<file path="src/rtl/dcmq_pkg.sv">
package dcmq_pkg;

	localparam int DATA_WIDTH_DEF = 32;
	localparam int FRAC_BITS_DEF  = 30;

	// which square-root form the item takes
	typedef enum logic [1:0] {
		FORM_TRACE,
		FORM_D0,
		FORM_D1,
		FORM_D2
	} form_t;

	// control that rides along with the datapath
	typedef struct packed {
		form_t      form;
		logic       bad;
		logic       half_neg;
		logic [2:0] num_neg;
	} ctl_t;

	// bits of the integer square root of (radicand << frac)
	function automatic int root_bits(input int w, input int f);
		int nb;
		nb = w + 3 + f;
		if ((nb % 2) != 0) begin
			nb = nb + 1;
		end
		return nb / 2;
	endfunction

endpackage

</file>
<file path="src/rtl/dcmq_select.sv">
module dcmq_select #(
	parameter int DATA_WIDTH = dcmq_pkg::DATA_WIDTH_DEF,
	parameter int FRAC_BITS  = dcmq_pkg::FRAC_BITS_DEF
) (
	input  logic                           clk,
	input  logic                           arst_n,
	input  logic                           en,
	input  logic                           in_valid,
	input  logic signed [DATA_WIDTH-1:0]   in_elem [9],
	output logic                           out_valid,
	output logic [DATA_WIDTH+1:0]          out_rad,
	output dcmq_pkg::ctl_t                 out_ctl,
	output logic [DATA_WIDTH:0]            out_mag [3]
);
	import dcmq_pkg::*;

	localparam int W = DATA_WIDTH;
	localparam logic signed [W+2:0] ONE = (W+3)'(1) << FRAC_BITS;

	function automatic logic signed [W+2:0] sx3(input logic signed [W-1:0] v);
		return {{3{v[W-1]}}, v};
	endfunction

	function automatic logic signed [W:0] sx1(input logic signed [W-1:0] v);
		return {v[W-1], v};
	endfunction

	logic [2:0]              vld_s;
	logic signed [W-1:0]     elem_s1 [9];
	logic signed [W+1:0]     trace_s1;
	form_t                   form_s1;
	logic signed [W+2:0]     rad_s2;
	logic signed [W:0]       num_s2 [3];
	form_t                   form_s2;
	logic [W+1:0]            rad_s3;
	logic [W:0]              mag_s3 [3];
	ctl_t                    ctl_s3;

	logic signed [W+1:0]     trace_c;
	form_t                   form_c;
	logic                    t0_c, t1_c, t2_c;
	logic signed [W+2:0]     rad_c;
	logic signed [W:0]       num_c [3];
	logic                    flip_c;
	logic                    bad_c;
	logic [W:0]              mag_c [3];
	logic [2:0]              neg_c;

	// stage 1: trace and the largest of trace and diagonal, earliest on a tie
	always_comb begin
		trace_c = {{2{in_elem[0][W-1]}}, in_elem[0]} + {{2{in_elem[4][W-1]}}, in_elem[4]}
			+ {{2{in_elem[8][W-1]}}, in_elem[8]};
		t0_c = ($signed({{2{in_elem[0][W-1]}}, in_elem[0]}) > trace_c) &&
			(in_elem[0] >= in_elem[4]) && (in_elem[0] >= in_elem[8]);
		t1_c = ($signed({{2{in_elem[4][W-1]}}, in_elem[4]}) > trace_c) &&
			(in_elem[4] > in_elem[0]) && (in_elem[4] >= in_elem[8]);
		t2_c = ($signed({{2{in_elem[8][W-1]}}, in_elem[8]}) > trace_c) &&
			(in_elem[8] > in_elem[0]) && (in_elem[8] > in_elem[4]);
		priority if (t2_c) begin
			form_c = FORM_D2;
		end else if (t1_c) begin
			form_c = FORM_D1;
		end else if (t0_c) begin
			form_c = FORM_D0;
		end else begin
			form_c = FORM_TRACE;
		end
	end

	// stage 2: radicand and the three numerators of the chosen form
	always_comb begin
		unique case (form_s1)
			FORM_TRACE: begin
				rad_c    = ONE + {trace_s1[W+1], trace_s1};
				num_c[0] = sx1(elem_s1[7]) - sx1(elem_s1[5]);
				num_c[1] = sx1(elem_s1[2]) - sx1(elem_s1[6]);
				num_c[2] = sx1(elem_s1[3]) - sx1(elem_s1[1]);
			end
			FORM_D0: begin
				rad_c    = ONE + sx3(elem_s1[0]) - sx3(elem_s1[4]) - sx3(elem_s1[8]);
				num_c[0] = sx1(elem_s1[1]) + sx1(elem_s1[3]);
				num_c[1] = sx1(elem_s1[2]) + sx1(elem_s1[6]);
				num_c[2] = sx1(elem_s1[7]) - sx1(elem_s1[5]);
			end
			FORM_D1: begin
				rad_c    = ONE + sx3(elem_s1[4]) - sx3(elem_s1[8]) - sx3(elem_s1[0]);
				num_c[0] = sx1(elem_s1[5]) + sx1(elem_s1[7]);
				num_c[1] = sx1(elem_s1[3]) + sx1(elem_s1[1]);
				num_c[2] = sx1(elem_s1[2]) - sx1(elem_s1[6]);
			end
			FORM_D2: begin
				rad_c    = ONE + sx3(elem_s1[8]) - sx3(elem_s1[0]) - sx3(elem_s1[4]);
				num_c[0] = sx1(elem_s1[6]) + sx1(elem_s1[2]);
				num_c[1] = sx1(elem_s1[7]) + sx1(elem_s1[5]);
				num_c[2] = sx1(elem_s1[3]) - sx1(elem_s1[1]);
			end
			default: begin
				rad_c    = ONE;
				num_c[0] = '0;
				num_c[1] = '0;
				num_c[2] = '0;
			end
		endcase
	end

	// stage 3: sign flip for the diagonal forms, sign and magnitude split, non-positive radicand check
	always_comb begin
		flip_c = (form_s2 != FORM_TRACE) && num_s2[2][W];
		bad_c  = rad_s2[W+2] || (rad_s2 == '0);
		for (int j = 0; j < 3; j++) begin
			neg_c[j] = num_s2[j][W] ^ flip_c;
			mag_c[j] = num_s2[j][W] ? (W+1)'(-num_s2[j]) : num_s2[j];
		end
	end

	always_ff @(posedge clk or negedge arst_n) begin
		if (!arst_n) begin
			vld_s <= '0;
		end else if (en) begin
			vld_s <= {vld_s[1:0], in_valid};
		end
	end

	always_ff @(posedge clk) begin
		if (en) begin
			elem_s1          <= in_elem;
			trace_s1         <= trace_c;
			form_s1          <= form_c;
			rad_s2           <= rad_c;
			num_s2           <= num_c;
			form_s2          <= form_s1;
			rad_s3           <= bad_c ? (W+2)'(1) : rad_s2[W+1:0];
			mag_s3           <= mag_c;
			ctl_s3.form      <= form_s2;
			ctl_s3.bad       <= bad_c;
			ctl_s3.half_neg  <= flip_c;
			ctl_s3.num_neg   <= neg_c;
		end
	end

	assign out_valid = vld_s[2];
	assign out_rad   = rad_s3;
	assign out_ctl   = ctl_s3;
	assign out_mag   = mag_s3;

endmodule

</file>
<file path="config.mk">
export PLATFORM = sky130hd
export DESIGN_NAME = dcmq_select
export DESIGN_NICKNAME = d
export VERILOG_FILES = /design/src/rtl/dcmq_pkg.sv /design/src/rtl/dcmq_select.sv
export SDC_FILE = /design/constraint.sdc
export NUM_CORES = 2
export LEC_CHECK = 0
export ABC_AREA = 0
export BUFFER_PORTS_ARGS = -buffer_cell sky130_fd_sc_hd__buf_2
export CAP_MARGIN = 20
export CORE_ASPECT_RATIO = 1.5
export CORE_MARGIN = 5
export CORE_UTILIZATION = 30
export CTS_BUF_LIST = sky130_fd_sc_hd__clkbuf_16
export CTS_CLUSTER_DIAMETER = 50
export DETAILED_ROUTE_END_ITERATION = 8
export GPL_TIMING_DRIVEN = 0
export SETUP_SLACK_MARGIN = 0.15
export SLEW_MARGIN = 20
export SYNTH_ARGS = -nofsm -noshare
export SYNTH_HDL_FRONTEND = slang
export SYNTH_SLANG_ARGS = --single-unit
</file>
<file path="constraint.sdc">
create_clock -name clk -period 5.74 [get_ports clk]
set_input_delay 0 -clock clk [delete_from_list [all_inputs] [get_ports clk]]
set_output_delay 0 -clock clk [all_outputs]
set_load 0.1 [all_outputs]
</file>
==> results_dict.tcl <==
set metrics [dict create \
    gp_congestion 0.942 \
    core-area_um2 161000 \
    drt-pass1-iter-count 8 \
    first_iter_violations 3051 \
    grt_overflow 0 \
    vias_per_cell 5.19 \
    area_growth_pct 24.5 \
    worst_slew_pin_slew_ns 1.22 \
    antenna_found_initial 20 \
    yosysUniqueCellTypes 106 \
    reg2reg_from "elem_s1[160]" \
    wl_met1_um 74300 \
    hold_viol 0 \
    synthCells 4631 \
    clock.fmax_mhz 182 \
    die_area_um2 170000 \
    clk_latency_ns 0.70 \
    worstSetupPathType "in2reg" \
    cts.sinks 603 \
    finalCriticalPeriod_ns 5.50 \
    drive_gt1_share_pct 13.5 \
    routed-wl-met2_um 91900 \
    final_nets 6611 \
    powerDensity_nw_per_um2 424 \
    syn_area_per_cell_um2 10.5 \
    drt-wirelength-per-cell_um 24.3 \
    grt_pass1_vias 41000 \
    start_util_pct 30.2 \
    htree_levels 3 \
    cts_buffer_depth 3 \
    io_pins 433 \
    tns_ns 0 \
    slew_headroom_pct 19.0 \
    outcome "completed" \
    rows 180 \
    synth_edf_count 600 \
    dp_cells 7166 \
    required_ns 6.15 \
    portBuffers 432 \
    ir_drop_v 0.000255 \
    clk_pin_slew_ns 0.06 \
    fin_skew_ns 0.0291 \
    p_leak_nw 25.5 \
    min_path_type "in2reg" \
    met3RoutedLength_um 10200 \
    syn-num-nets 5672 \
    vias 40100 \
    final-setup-viol-count 0 \
    yosys_most_used_dff "edfxtp_1" \
    ys_async_sr_fraction_pct 0.498 \
    finalCoreUtilization_pct 37.6 \
    cts_made_buffers 77 \
    rsz0062_at_grt "false" \
    place_ws_ns -0.771 \
    floorplan.die.height_um 502 \
    period_share_pct 95.7 \
    detail-route-antenna-nets 0 \
    dp_hpwl_um 150000 \
    drt_wl_total_um 188000 \
    cts_tree "built" \
    root_buffer "clkbuf_16" \
    worstHoldStart "in_elem[235]" \
    fin_cells 7724 \
    startpoint_type "input pin" \
    drv_slew 0 \
    synth_area_um2 48500 \
    crit_arrival_ns 5.91 \
    cap_violations 0 \
    maxUsedRoutingLayer "met5" \
    seq_area_frac_synth_pct 37.3 \
    grt_pass1_wl_um 269000 \
    synth-seq-cells 603 \
    fin_ws_ns 0.245 \
    critPathCaptureType "flop" \
    gr-usage-all-layers_pct 21.4 \
    grt_start_max_net_pins 105 \
    remaining_drc_errors 0 \
    cp_max_fo 5 \
    ys_warn_count 0 \
    die_w_um 338 \
    crit_start "in_elem[1]" \
]
==> cells by family (layout without fill, tap and decap cells) <==
kind of cell	Yosys count	in the layout	synth area share, %
buf+inv	580	1576	4.55
xor+xnor	366	366	6.64
simple gates	1019	1019	10.5
fa+ha+maj	754	754	21.6
other cells	0	4	0
mux	89	89	3.03
compound gates	1220	1220	16.4
flops	603	603	37.3
==> metrics by stage <==
step,cell area [um^2],hold slack (ns),power (mW)
after global placement,53300,-0.208,20.4
after CTS,60300,0.000440,25.6
after floorplan,48500,-0.296,16.1
after global routing,60400,0.0286,26.9
final,60400,0.0507,25.6
after detailed placement,53500,-0.202,20.4
==> cell type report <==
| cell class | count | area, um^2 |
|---|---|---|
| inverter | 428 | 1610 |
| clock inverter | 58 | 613 |
| sequential | 603 | 18100 |
| clock buffer | 78 | 1950 |
| tap | 2093 | 2620 |
| multi-input combinational | 3448 | 28300 |
| timing repair buffer | 860 | 6570 |
| buffer | 152 | 628 |
| antenna | 4 | 10.0 |
| fill | 15800 | 100000 |
==> state kept, by name, indices dropped and copies added (netlist names) <==
signal	count
form_s1	2
out_ctl	7
rad_s2	35
out_mag	99
elem_s1	288
form_s2	2
num_s2	99
trace_s1	34
vld_s	3
out_rad	34
==> routing by layer <==
metal / track usage (%) / vias up
li1: - / 18800
met1: 25.4 / 19400
met2: 37.9 / 1515
met3: 2.60 / 370
met4: 11.6 / 4
met5: 0 / -
==> cell usage in the layout (no fill, tap or decap), types with 75 or more instances in the layout <==
| master | Yosys | final |
|---|---|---|
| fa_1 | 138 | 138 |
| a21oi_1 | 373 | 372 |
| xnor2_1 | 289 | 289 |
| clkbuf_16 | 0 | 78 |
| inv_1 | 425 | 434 |
| a21o_1 | 140 | 140 |
| dlygate4sd3_1 | 0 | 416 |
| nand2_1 | 230 | 230 |
| clkbuf_1 | 116 | 100 |
| edfxtp_1 | 600 | 600 |
| nor2_1 | 285 | 282 |
| xor2_1 | 75 | 75 |
| buf_2 | 22 | 460 |
| ha_1 | 611 | 611 |
| o21ai_0 | 207 | 206 |
==> Yosys cell counts, types with 15 or more instances <==
master	number	area share, %
or4_1	15	0.23
o22ai_1	19	0.25
clkbuf_1	116	0.90
mux2i_1	33	0.68
nor2b_1	63	0.81
xnor2_1	289	5.2
o211ai_1	39	0.60
nor4_1	32	0.41
a21oi_1	373	3.9
inv_1	425	3.3
nor2_1	285	2.2
or2_2	20	0.26
o21ai_1	22	0.23
and2_1	48	0.62
buf_2	22	0.23
mux4_2	45	2.1
xor2_1	75	1.4
a31oi_1	38	0.49
or3_1	28	0.36
o21bai_1	51	0.79
o41ai_1	22	0.40
a211oi_1	46	0.71
ha_1	611	16
nand2b_1	63	0.81
o21ai_0	207	2.1
o21a_1	53	0.82
and3_1	27	0.35
fa_1	138	5.7
nor3_1	63	0.65
o31ai_1	48	0.74
nand3_1	48	0.50
edfxtp_1	600	37
a21o_1	140	2.2
nand2_1	230	1.8
nand4_1	58	0.75
==> timing repair <==
action,4_1_cts,5_1_grt
setup endpoints to repair,2,2
hold endpoints to repair,503,0
resized for setup,3,9
setup buffers,0,2
hold buffers,416,0
pin swaps,0,4
==> critical path, cell delays in order <==
cell	delay [ns]
buf_2	0.16
fa_1	0.49
ha_1	0.22
inv_1	0.07
fa_1	0.19
nand2b_1	0.13
a21oi_1	0.10
o211ai_1	0.45
a211oi_4	0.14
buf_4	0.18
o31ai_4	0.36
o21ai_4	0.14
a2111oi_1	0.39
o21ai_0	0.16
a21oi_2	0.18
nor2b_1	0.08
o41a_1	0.38
ha_1	0.42
nand4_1	0.18
nor2_2	0.36
nand3_1	0.26
o21ai_0	0.23
a31o_2	0.19
a211oi_1	0.09
a41o_2	0.32
==> worst paths after layout <==
path / to / slack, ns / depth (start not counted)
min in group asynchronous: vld_s[1] / 0.20 / 3
min: elem_s1[235] / 0.05 / 2
min reg2reg: vld_s[1] / 0.51 / 1
max in group asynchronous: vld_s[2] / 5.39 / 3
max: form_s1[1] / 0.24 / 25
max reg2reg: num_s2[65] / 0.33 / 13
==> where the power goes <==
part,internal [mW],switching [mW],leakage [nW],total (mW)
sequential,6.30,0.766,5.92,7.07
combinational,4.46,9.25,18.3,13.7
clock,2.74,2.10,1.28,4.84
total,13.5,12.1,25.5,25.6
Power figures use the tool's default switching activity.
